## config.mk

```make
export PLATFORM = sky130hd
export DESIGN_NAME = sensor_frame_crc_temperature_top_flat
export DESIGN_NICKNAME = d
export VERILOG_FILES = /design/src/rtl/sfct_pkg.sv /design/src/rtl/sfct_if.sv /design/src/rtl/sfct_frame.sv /design/src/rtl/sfct_conv.sv /design/src/rtl/sensor_frame_crc_temperature_top.sv /design/src/flat_wrapper.sv
export SDC_FILE = /design/constraint.sdc
export NUM_CORES = 1
export LEC_CHECK = 0
export ABC_AREA = 1
export BUFFER_PORTS_ARGS = -buffer_cell sky130_fd_sc_hd__buf_2
export CORE_UTILIZATION = 29
export CTS_CLUSTER_DIAMETER = 40
export DETAILED_ROUTE_END_ITERATION = 10
export PLACE_DENSITY = 0.42
export SLEW_MARGIN = 25
export SYNTH_ARGS = -nofsm -noshare
export SYNTH_HDL_FRONTEND = slang
export SYNTH_SLANG_ARGS = --single-unit
```

## constraint.sdc

```tcl
create_clock -name clk -period 10 [get_ports clk]
set_input_delay 0 -clock clk [delete_from_list [all_inputs] [get_ports clk]]
set_output_delay 0 -clock clk [all_outputs]
set_load 0.02 [all_outputs]
```

## src/rtl/sfct_pkg.sv

```systemverilog
// Shared types, constants and the CRC-8 step for the sensor frame checker.
// Depends on nothing; every other design and testbench file but sfct_if imports it.
package sfct_pkg;

    localparam int LONG_FRAME_BYTES  = 7;
    localparam int SHORT_FRAME_BYTES = 5;

    localparam int IDX_W     = 3;
    localparam int RAW_W     = 20;
    localparam int SHORT_W   = 16;
    localparam int TEMP_W    = 16;
    localparam int CFG_IDX_W = 2;
    localparam int CFG_DAT_W = 16;

    localparam logic [IDX_W-1:0] IDLE_INDEX = 3'd7;
    localparam logic [IDX_W-1:0] LONG_LAST  = IDX_W'(LONG_FRAME_BYTES - 1);
    localparam logic [IDX_W-1:0] SHORT_LAST = IDX_W'(SHORT_FRAME_BYTES - 1);

    localparam logic [7:0] CRC_INIT   = 8'hFF;
    localparam logic [7:0] POLY_RESET = 8'h31;
    localparam logic [7:0] BUSY_MASK  = 8'h80;
    localparam logic [3:0] RAW_HI_MASK = 4'hF;
    localparam logic [SHORT_W-1:0] RAW_INVALID = 16'hFFFF;

    // Conversion constants for the two sensor kinds
    localparam logic [14:0] LONG_SCALE  = 15'd1250;
    localparam logic [14:0] SHORT_SCALE = 15'd17500;
    localparam logic signed [16:0] LONG_BIAS  = 17'sd5000;
    localparam logic signed [16:0] SHORT_BIAS = 17'sd4500;

    localparam logic signed [TEMP_W-1:0] TEMP_MAX = 16'sh7FFF;
    localparam logic signed [TEMP_W-1:0] TEMP_MIN = -16'sh8000;

    typedef enum logic {
        KIND_LONG  = 1'b0,
        KIND_SHORT = 1'b1
    } kind_t;

    typedef enum logic [1:0] {
        ST_OK      = 2'd0,
        ST_CRC     = 2'd1,
        ST_BUSY    = 2'd2,
        ST_INVALID = 2'd3
    } status_t;

    typedef enum logic [CFG_IDX_W-1:0] {
        CFG_CRC_POLY = 2'd0,
        CFG_OFFSET   = 2'd1
    } cfg_index_t;

    // Finished frame handed from the frame tracker to the converter
    typedef struct packed {
        logic [RAW_W-1:0] raw;
        kind_t            kind;
        status_t          status;
    } frame_res_t;

    // One byte through the CRC-8, MSB first
    function automatic logic [7:0] crc8_byte(input logic [7:0] acc, input logic [7:0] b,
                                             input logic [7:0] poly);
        logic [7:0] c;
        c = acc ^ b;
        for (int k = 0; k < 8; k++) begin
            if (c[7])
                c = {c[6:0], 1'b0} ^ poly;
            else
                c = {c[6:0], 1'b0};
        end
        return c;
    endfunction

endpackage

```

## src/rtl/sfct_if.sv

```systemverilog
// Valid/ready channel interfaces: received bytes, results and register writes.
// Depends on no other file; field widths are written out as literals.
interface sfct_rx_if;
    logic       valid;
    logic       ready;
    logic [7:0] rx_byte;
    logic       frame_start;
    logic       sensor_kind;

    modport source (output valid, rx_byte, frame_start, sensor_kind, input ready);
    modport sink   (input valid, rx_byte, frame_start, sensor_kind, output ready);
endinterface

interface sfct_tx_if;
    logic               valid;
    logic               ready;
    logic signed [15:0] temperature;
    logic [1:0]         status;
    logic               kind_out;

    modport source (output valid, temperature, status, kind_out, input ready);
    modport sink   (input valid, temperature, status, kind_out, output ready);
endinterface

interface sfct_cfg_if;
    logic        valid;
    logic        ready;
    logic [1:0]  index;
    logic [15:0] data;

    modport source (output valid, index, data, input ready);
    modport sink   (input valid, index, data, output ready);
endinterface

```

## src/rtl/sfct_frame.sv

```systemverilog
// Frame tracker: byte counter, running CRC, raw temperature and error flags.
// Depends on sfct_pkg for the CRC step and the frame result type.
module sfct_frame (
    input  logic                   clk,
    input  logic                   rst_n,
    input  logic                   take,
    input  logic [7:0]             rx_byte,
    input  logic                   frame_start,
    input  logic                   sensor_kind,
    input  logic [7:0]             crc_poly,
    output logic                   done,
    output sfct_pkg::frame_res_t   res
);
    import sfct_pkg::*;

    logic [IDX_W-1:0] byte_index_reg, byte_index_next;
    logic [7:0]       crc_reg, crc_next;
    logic [RAW_W-1:0] raw_reg, raw_next;
    logic             busy_reg, busy_next;
    logic             matched_reg, matched_next;
    kind_t            kind_reg, kind_next;

    logic [IDX_W-1:0] idx;
    logic [7:0]       crc_cur;
    logic [RAW_W-1:0] raw_cur;
    logic             busy_cur;
    logic             matched_cur;
    kind_t            kind_cur;
    logic [7:0]       crc_step;

    // Frame start restarts the frame with this word as byte 0
    always_comb
    begin
        if (frame_start)
        begin
            idx         = '0;
            crc_cur     = CRC_INIT;
            raw_cur     = '0;
            busy_cur    = 1'b0;
            matched_cur = 1'b0;
            kind_cur    = kind_t'(sensor_kind);
        end
        else
        begin
            idx         = byte_index_reg;
            crc_cur     = crc_reg;
            raw_cur     = raw_reg;
            busy_cur    = busy_reg;
            matched_cur = matched_reg;
            kind_cur    = kind_reg;
        end
    end

    assign crc_step = crc8_byte(crc_cur, rx_byte, crc_poly);

    always_comb
    begin
        byte_index_next = idx;
        crc_next        = crc_cur;
        raw_next        = raw_cur;
        busy_next       = busy_cur;
        matched_next    = matched_cur;
        kind_next       = kind_cur;
        done            = 1'b0;
        res.raw         = '0;
        res.kind        = kind_cur;
        res.status      = ST_OK;

        if (idx != IDLE_INDEX)
        begin
            if (kind_cur == KIND_LONG)
            begin
                crc_next = crc_step;
                case (idx)
                    3'd0:    busy_next = (rx_byte & BUSY_MASK) != 8'd0;
                    3'd3:    raw_next  = {rx_byte[3:0] & RAW_HI_MASK, 16'd0};
                    3'd4:    raw_next  = {raw_cur[19:16], rx_byte, raw_cur[7:0]};
                    3'd5:    raw_next  = {raw_cur[19:8], rx_byte};
                    default: raw_next  = raw_cur;
                endcase
                if (idx == LONG_LAST)
                begin
                    byte_index_next = IDLE_INDEX;
                    done            = 1'b1;
                    res.raw         = raw_next;
                    if (busy_next)
                        res.status = ST_BUSY;
                    else if (crc_next != 8'd0)
                        res.status = ST_CRC;
                    else
                        res.status = ST_OK;
                end
                else
                begin
                    byte_index_next = idx + 1'b1;
                end
            end
            else
            begin
                case (idx)
                    3'd0:
                    begin
                        crc_next = crc_step;
                        raw_next = {4'd0, rx_byte, 8'd0};
                    end
                    3'd1:
                    begin
                        crc_next = crc_step;
                        raw_next = {4'd0, raw_cur[15:8], rx_byte};
                    end
                    3'd2:    matched_next = (crc_cur == rx_byte);
                    default: raw_next     = raw_cur;
                endcase
                if (idx == SHORT_LAST)
                begin
                    byte_index_next = IDLE_INDEX;
                    done            = 1'b1;
                    res.raw         = raw_next;
                    if (!matched_next)
                        res.status = ST_CRC;
                    else if (raw_next[SHORT_W-1:0] == RAW_INVALID)
                        res.status = ST_INVALID;
                    else
                        res.status = ST_OK;
                end
                else
                begin
                    byte_index_next = idx + 1'b1;
                end
            end
        end
    end

    always_ff @(posedge clk or negedge rst_n)
    begin
        if (!rst_n)
        begin
            byte_index_reg <= '0;
            crc_reg        <= CRC_INIT;
            raw_reg        <= '0;
            busy_reg       <= 1'b0;
            matched_reg    <= 1'b0;
            kind_reg       <= KIND_LONG;
        end
        else if (take)
        begin
            byte_index_reg <= byte_index_next;
            crc_reg        <= crc_next;
            raw_reg        <= raw_next;
            busy_reg       <= busy_next;
            matched_reg    <= matched_next;
            kind_reg       <= kind_next;
        end
    end

endmodule

```

## src/rtl/sfct_conv.sv

```systemverilog
// Temperature conversion: scale raw reading, remove bias, add offset, saturate; zero on bad status.
// Depends on sfct_pkg for the frame result type and conversion constants.
module sfct_conv (
    input  sfct_pkg::frame_res_t        res,
    input  logic signed [15:0]          offset,
    output logic signed [15:0]          temperature
);
    import sfct_pkg::*;

    logic [RAW_W-1:0]        mul_a;
    logic [14:0]             mul_b;
    logic [RAW_W+14:0]       product;
    logic signed [16:0]      bias;
    logic signed [17:0]      sum;

    always_comb
    begin
        if (res.kind == KIND_SHORT)
        begin
            mul_a = {4'd0, res.raw[SHORT_W-1:0]};
            mul_b = SHORT_SCALE;
            bias  = SHORT_BIAS;
        end
        else
        begin
            mul_a = res.raw;
            mul_b = LONG_SCALE;
            bias  = LONG_BIAS;
        end
    end

    assign product = mul_a * mul_b;

    // Scaled value stays below 2^15, so bits 31:16 hold it
    assign sum = 18'(signed'({2'b00, product[31:16]})) - 18'(bias) + 18'(offset);

    always_comb
    begin
        if (res.status != ST_OK)
            temperature = '0;
        else if (sum > 18'(TEMP_MAX))
            temperature = TEMP_MAX;
        else if (sum < 18'(TEMP_MIN))
            temperature = TEMP_MIN;
        else
            temperature = sum[15:0];
    end

endmodule

```

## src/rtl/sensor_frame_crc_temperature_top.sv

```systemverilog
// Top level of the sensor frame checker: channels, registers and result pipeline.
// Depends on sfct_pkg, sfct_if, sfct_frame and sfct_conv.
//
//   channel | dir | payload                              | words
//   rx      | in  | rx_byte, frame_start, sensor_kind    | one received byte
//   tx      | out | temperature, status, kind_out        | one per finished frame
//   cfg     | in  | index (0 crc_poly, 1 offset), data   | one register write
//
// One byte is taken every cycle while rx is ready. After the last byte of a frame,
// the frame tracker fills a stage register with its result and the converter (one
// 20x15 multiply plus add and saturate) fills the output register that drives tx.
// Reset gives crc_poly 0x31, offset 0 and an empty pipeline.
// rx stalls only when both result registers are full and tx is not ready.
module sensor_frame_crc_temperature_top (
    input  logic        clk,
    input  logic        rst_n,
    sfct_rx_if.sink     rx,
    sfct_tx_if.source   tx,
    sfct_cfg_if.sink    cfg
);
    import sfct_pkg::*;

    logic [7:0]         poly_reg;
    logic signed [15:0] offset_reg;

    logic               stage_valid_reg, stage_valid_next;
    frame_res_t         stage_reg;
    logic               out_valid_reg, out_valid_next;
    logic signed [15:0] temp_reg;
    status_t            status_reg;
    kind_t              kind_reg;

    logic               take;
    logic               out_adv;
    logic               done;
    frame_res_t         frame_res;
    logic signed [15:0] conv_temp;

    assign cfg.ready = 1'b1;

    always_ff @(posedge clk or negedge rst_n)
    begin
        if (!rst_n)
        begin
            poly_reg   <= POLY_RESET;
            offset_reg <= '0;
        end
        else if (cfg.valid)
        begin
            case (cfg_index_t'(cfg.index))
                CFG_CRC_POLY: poly_reg   <= cfg.data[7:0];
                CFG_OFFSET:   offset_reg <= cfg.data;
                default:      poly_reg   <= poly_reg;
            endcase
        end
    end

    // Advance the output register when empty or drained
    assign out_adv  = !out_valid_reg || tx.ready;
    assign rx.ready = !stage_valid_reg || out_adv;
    assign take     = rx.valid && rx.ready;

    sfct_frame u_frame (
        .clk         (clk),
        .rst_n       (rst_n),
        .take        (take),
        .rx_byte     (rx.rx_byte),
        .frame_start (rx.frame_start),
        .sensor_kind (rx.sensor_kind),
        .crc_poly    (poly_reg),
        .done        (done),
        .res         (frame_res)
    );

    sfct_conv u_conv (
        .res         (stage_reg),
        .offset      (offset_reg),
        .temperature (conv_temp)
    );

    always_comb
    begin
        if (take && done)
            stage_valid_next = 1'b1;
        else if (out_adv)
            stage_valid_next = 1'b0;
        else
            stage_valid_next = stage_valid_reg;
        out_valid_next = out_adv ? stage_valid_reg : out_valid_reg;
    end

    always_ff @(posedge clk or negedge rst_n)
    begin
        if (!rst_n)
        begin
            stage_valid_reg <= 1'b0;
            out_valid_reg   <= 1'b0;
        end
        else
        begin
            stage_valid_reg <= stage_valid_next;
            out_valid_reg   <= out_valid_next;
        end
    end

    always_ff @(posedge clk)
    begin
        if (take && done)
            stage_reg <= frame_res;
        if (out_adv && stage_valid_reg)
        begin
            temp_reg   <= conv_temp;
            status_reg <= stage_reg.status;
            kind_reg   <= stage_reg.kind;
        end
    end

    assign tx.valid       = out_valid_reg;
    assign tx.temperature = temp_reg;
    assign tx.status      = status_reg;
    assign tx.kind_out    = kind_reg;

endmodule

```

## src/flat_wrapper.sv

```systemverilog
// flat-port wrapper written by rule: the top's interface ports become plain ports
module sensor_frame_crc_temperature_top_flat import sfct_pkg::*;
  (clk, rst_n, rx_valid, rx_rx_byte, rx_frame_start, rx_sensor_kind, rx_ready, tx_valid, tx_temperature, tx_status, tx_kind_out, tx_ready, cfg_valid, cfg_index, cfg_data, cfg_ready);
  sfct_rx_if rx_i ();
  sfct_tx_if tx_i ();
  sfct_cfg_if cfg_i ();
  input  logic clk;
  input  logic rst_n;
  input wire logic [$bits(rx_i.valid)-1:0] rx_valid;
  input wire logic [$bits(rx_i.rx_byte)-1:0] rx_rx_byte;
  input wire logic [$bits(rx_i.frame_start)-1:0] rx_frame_start;
  input wire logic [$bits(rx_i.sensor_kind)-1:0] rx_sensor_kind;
  output wire logic [$bits(rx_i.ready)-1:0] rx_ready;
  output wire logic [$bits(tx_i.valid)-1:0] tx_valid;
  output wire logic [$bits(tx_i.temperature)-1:0] tx_temperature;
  output wire logic [$bits(tx_i.status)-1:0] tx_status;
  output wire logic [$bits(tx_i.kind_out)-1:0] tx_kind_out;
  input wire logic [$bits(tx_i.ready)-1:0] tx_ready;
  input wire logic [$bits(cfg_i.valid)-1:0] cfg_valid;
  input wire logic [$bits(cfg_i.index)-1:0] cfg_index;
  input wire logic [$bits(cfg_i.data)-1:0] cfg_data;
  output wire logic [$bits(cfg_i.ready)-1:0] cfg_ready;
  assign rx_i.valid = rx_valid;
  assign rx_i.rx_byte = rx_rx_byte;
  assign rx_i.frame_start = rx_frame_start;
  assign rx_i.sensor_kind = rx_sensor_kind;
  assign rx_ready = rx_i.ready;
  assign tx_valid = tx_i.valid;
  assign tx_temperature = tx_i.temperature;
  assign tx_status = tx_i.status;
  assign tx_kind_out = tx_i.kind_out;
  assign tx_i.ready = tx_ready;
  assign cfg_i.valid = cfg_valid;
  assign cfg_i.index = cfg_index;
  assign cfg_i.data = cfg_data;
  assign cfg_ready = cfg_i.ready;
  sensor_frame_crc_temperature_top u_core (.clk(clk), .rst_n(rst_n), .rx(rx_i), .tx(tx_i), .cfg(cfg_i));
endmodule
```

---- Word-level counts from Yosys, hierarchy flattened ----
Index checks and enable logic that the tools add are counted.
word-level totals
  register bits ........................... 102
  input port bits ......................... 33
  output and inout port bits .............. 22
  logic and storage cells ................. 116
operators by class
  add/subtract/negate cells ............... 3
  multipliers ............................. 1
  order comparisons ....................... 2
  equal/unequal tests ..................... 10
  multiplexer cells ....................... 58
  bitwise logic cells ..................... 9
  reductions and logical operators ........ 16
operators by type and width
  operator                                                                        count
  20-bit 2-to-1 mux                                                               9
  8-bit 2-to-1 mux                                                                12
  8-bit bitwise XOR                                                               9
  20-bit case mux with 3 select lines                                             1
  20-bit case mux with 2 select lines                                             1
  20-bit by 15-bit multiplier with 32-bit output                                  1
  15-bit 2-to-1 mux                                                               2
  1-bit 2-to-1 mux                                                                20
  18-bit by 16-bit adder with 18-bit output                                       1
  18-bit by 16-bit > comparator with 1-bit output, second input constant          1
  18-bit by 16-bit less-than comparator with 1-bit output, second input constant  1
  17-bit by 17-bit subtractor with 18-bit output                                  1
  16-bit equality test, second input constant                                     1
  16-bit 2-to-1 mux                                                               1
  3-bit 2-to-1 mux                                                                5
  2-bit 2-to-1 mux                                                                6
  10-bit 2-to-1 mux                                                               1
  3-bit equality test, second input constant                                      3
  8-bit equality test                                                             1
  8-bit nonzero test                                                              1
  3-bit by 2-bit equality test with 1-bit output, second input constant           2
  2-bit AND reduction                                                             2
  2-bit nonzero test                                                              2
  2-bit OR reduction                                                              2
  other kinds (9)                                                                 13

---- Logic depth before layout (Yosys ltp) ----
  word-level depth ........................ 23
  mapped depth ............................ 50
  depth with buffers taken out ............ 48

---- Modules after synthesis ----
A second synthesis with hierarchy kept.
unflattened totals
  cells, all modules ...................... 1,888
  area total of the unflattened synthesis .. 13,984.7 sq um
by module, submodules not included
  module                            times used  cells each  area an instance (sq um)  seq. area each (sq um)
  sfct_conv                         1           1,004       7,327.0                   0.0
  sfct_frame                        1           719         4,269.1                   860.8
  sensor_frame_crc_temperature_top  1           165         2,388.5                   1,915.6

---- Worst setup path after synthesis ----
No wires, ideal clock.
  kind .................................... register to register
  from .................................... reg u_core.stage_reg[2] in the netlist's numbering
  to ...................................... reg u_core.temp_reg[10], in the netlist u_core.tx.temperature[10] (data pin)
  setup time .............................. 0.147 ns
  arrival ................................. 8.522 ns
  data required time ...................... 9.853 ns
  slack ................................... 1.331 ns
  cell stages (with the launch flop) ...... 45
  buffers on the path ..................... 3
  period minus slack after synthesis ...... 8.669 ns
  cell sequence ........................... edfxtp_1 clkbuf_1 clkbuf_1 nand2_1 o21ai_0 ha_1 inv_1 fa_1 inv_1 fa_1 ha_1 fa_1 inv_1 fa_1 inv_1 ha_1 a21oi_1 nand2_1 (+9 left out) fa_1 inv_1 ha_1 inv_1 nor4_1 nand2_1 o311ai_0 a21oi_1 o21bai_1 a21oi_1 o21bai_1 a31oi_1 o21ai_0 xor2_1 o21ai_1 clkbuf_1 nand2_1 a21oi_1
between the ends
  longest elaborated chain between the ends .. 7
  elaborated cells on any way between the ends .. 10
  classes of those cells .................. add/sub (2); mul (1); order compare (2); mux (5)
RTL lines
  element                                                  RTL line                                 source
  from (decl)                                              sensor_frame_crc_temperature_top.sv:27   frame_res_t stage_reg;
  from (signal assigned)                                   sensor_frame_crc_temperature_top.sv:109  stage_reg <= frame_res;
  20-bit 2-to-1 mux or 15-bit 2-to-1 mux (tied branches)   sfct_conv.sv:18                          if (res.kind == KIND_SHORT)
  20-bit by 15-bit multiplier with 32-bit output           sfct_conv.sv:32                          assign product = mul_a * mul_b;
  17-bit by 17-bit subtractor with 18-bit output (*)       sfct_conv.sv:35                          assign sum = 18'(signed'({2'b00, product[31:16]})) - 18'(bias) + 18'(offset);
  18-bit by 16-bit adder with 18-bit output (*)            sfct_conv.sv:35
  18-bit by 16-bit less-than comparator with 1-bit output  sfct_conv.sv:43                          else if (sum < 18'(TEMP_MIN))
  16-bit 2-to-1 mux                                        sfct_conv.sv:43
  15-bit 2-to-1 mux (*)                                    sfct_conv.sv:41                          else if (sum > 18'(TEMP_MAX))
  to (signal assigned)                                     sensor_frame_crc_temperature_top.sv:112  temp_reg <= conv_temp;
  to (decl)                                                sensor_frame_crc_temperature_top.sv:29   logic signed [15:0] temp_reg;
Every way passes the cells marked *; elsewhere a longest branch is shown, timed or not.
A chain may end at the register's enable or synchronous reset.

---- Final worst setup path ----
  from .................................... reg u_core.stage_reg[2] in the netlist's numbering
  to ...................................... reg u_core.temp_reg[3], in the netlist u_core.tx.temperature[3] (data pin)
Same word-level chain as after synthesis.

==> run summary <==
Sw Pwr = 0.00131 W
Leak Pwr = 7.53 nW
Crit-path slowest cell = edfxtp_1
Clk slew on worst S/H paths = 80 ps
Die Y = 212 µm
WL per Instance = 14.4 µm
Area grow syn2layout = 11.5%
CTS tree = built
Met3 routed WL = 925 µm
M1 WL = 16200 µm
Root buf cell = clkbuf_16
Vias in the first global route = 10400
Post-Place Cells = 2252
Synth Warn # = 0
DRC = 0
# rows = 76
Total Routing Usage GR = 0.154
Antenna viol nets, final = 0
Pre-antenna DRT Iters = 5
Initial antenna violation count = 0
Max clock buf depth = 2
Gpl congestion = 0.821
Clock Skew = 12.1 ps
DRT iter0 DRCs = 548
Register area share after synthesis = 0.218
Overflow after GRT = 0
Die W = 212 µm
P per Cell Area = 189 mW/mm²
Setup_tns = 0 ps
Combinational power share = 0.649
RSZ-0062 raised after global routing = no
Non-filler cells, final = 2287
H-tree depth = 3
Core Area = 0.0432 mm²
Synthesized flop and latch total = 102
Final Slew Violations = 0
Max FFs per register = 23
Fin. Hold Viols = 0
Worst-Skew Late Latency = 380 ps
Final Cycle Share = 0.916
Status = finished, final reports clean
Proportion of netlist area held by the largest area contributor = 0.163
DP Wirelength = 26900 µm
Post-Synthesis Cells = 1619
Die area = 0.0448 mm²
Most frequent cells in the layout = inv_1 (353), nand2_1 (304), ha_1 (154), nor2_1 (127), fa_1 (104)
Nets = 1988
Clk pwr share = 0.141
Via count of the routed design = 10400
Total wire length = 33000 µm
Peak Freq = 0.109 GHz
Num ports = 55
Fraction of layout cells with a size suffix above 1 = 0.0811
Setup CP Type = flop to flop
Yosys cell types = 49
Setup ws final = 837 ps
Sw Share = 0.488
Worst vdd ir = 0.000126 V
DR top layer = met4
Port Buffer Count = 53
Commonest non-fill, non-tap cell in the layout = inv_1
Setup violators final = 0
# diodes = 0
Pre-CTS WS = 407 ps
First-pass GRT wire length = 54100 µm
CTS sink count = 102
Hold Path Class = input port to flop
Sequential share of power = 0.211
Max cap viols = 0
Slew @ Worst Pin = 886 ps
Startpoint type of the worst setup path = flop
Maximum fanout along the worst path = 16
Crit path time final = 9160 ps
Post-synth top area cell = fa_1
Initial Utilization = 0.295
Vias per inst = 4.53
Rel. slew slack = 0.409
Synthesized area = 0.0127 mm²
Mean post-synth cell area = 7.87 µm²
Worst EP arrival = 9270 ps
CP max stage delay = 550 ps
CP Data Required Time = 10110 ps
Critical Path Sink Type = flop
Largest cells by area after synthesis = fa_1 (16%), ha_1 (15%), inv_1 (10%)
Total chip power = 0.00269 W
Cts bufs inserted = 9
Met2 WL = 15500 µm
Internal Power = 0.00138 W
Largest net degree at the start of global routing = 61
[layer usage]
layer / vias up / track usage
li1: 5226 / -
met1: 4970 / 0.215
met2: 135 / 0.256
met3: 19 / 0.0175
met4: 0 / 0.0332
met5: - / 0
[cell type report]
type / instances / area [µm²]
fill: 4709 / 29000
multi-input combinational: 1145 / 8520
sequential: 102 / 2780
inverter: 358 / 1350
tap: 585 / 732
timing repair buffer: 81 / 524
clock buffer: 9 / 225
clock inverter: 7 / 78.8
[worst paths after layout]
check                      slack [ps]                          to  cells after the start                 startpoint
setup / recovery                  840    u_core.tx.temperature[3]                     40        u_core.stage_reg[2]
hold / removal                    160          u_core.poly_reg[5]                      4                  cfg_valid
setup reg to reg                  840    u_core.tx.temperature[3]                     40        u_core.stage_reg[2]
hold reg to reg                   470   u_core.u_frame.crc_reg[0]                      2  u_core.u_frame.crc_reg[0]
max in group asynchronous        9100  u_core.u_frame.raw_reg[14]                      3                      rst_n
min in group asynchronous         330          u_core.poly_reg[7]                      3                      rst_n
[power groups by stage]
| stage | Sequential [W] | Clock (W) | Combinational, W |
|---|---|---|---|
| 2_1_floorplan | 0.000551 | 0 | 0.00144 |
| 3_3_place_gp | 0.000575 | 0 | 0.00174 |
| 3_5_place_dp | 0.000575 | 0 | 0.00175 |
| 4_1_cts | 0.000567 | 0.000392 | 0.00176 |
| 5_1_grt | 0.000575 | 0.000407 | 0.00202 |
| 6_report | 0.000567 | 0.000378 | 0.00175 |
[per-stage QoR]
| step | utilization | hold WS [ps] | instance area, µm² |
|---|---|---|---|
| after floorplan | - | -296 | 12800 |
| after global placement | 0.317 | 233 | 13700 |
| after detailed placement | 0.317 | 235 | 13700 |
| after CTS | 0.329 | 149 | 14200 |
| after global routing | 0.329 | 225 | 14200 |
| final | 0.329 | 160 | 14200 |
[repair_timing]
action	in CTS	in global routing
hold buffers	18	0
hold endpoints to repair	75	0
buffers inserted	0	0
resized for setup	0	3
endpoints found under the setup margin	0	16
[synthesized netlist by cell type (all sizes together)]
master / number
a21o: 3
a21oi: 76
a22o: 16
a22oi: 8
a31oi: 4
buf: 16
clkbuf: 27
clkinv: 3
conb: 2
dfrtp: 49
dfstp: 11
edfxtp: 42
fa: 104
ha: 154
inv: 355
mux2: 3
nand2: 322
nand3: 68
nand3b: 1
nand4: 11
nor2: 135
nor3: 6
nor3b: 1
nor4: 3
o211ai: 2
o21ai: 66
o21bai: 9
o221ai: 1
o22ai: 50
o311ai: 2
or2: 2
xnor2: 26
xor2: 41
[worst max-delay path, delay by kind of cell, from the launching register on]
family                   cells  cell delay [ps]
AO/OA/AOI/OAI               15             2620
XOR/XNOR                     2              490
adder cells (fa/ha/maj)      9             3780
buffers and inverters        6              320
flip-flops                   1              550
AND/OR/NAND/NOR              8             1130
[cells by family after synthesis]
kind of cell	after synthesis	share of synthesized area
mux	3	0.00265
buf+inv	401	0.123
compound gates	237	0.109
other cells	2	0.000590
xor+xnor	67	0.0473
fa+ha+maj	258	0.315
simple gates	549	0.186
flops	102	0.218
Power figures use the tool's default switching activity.
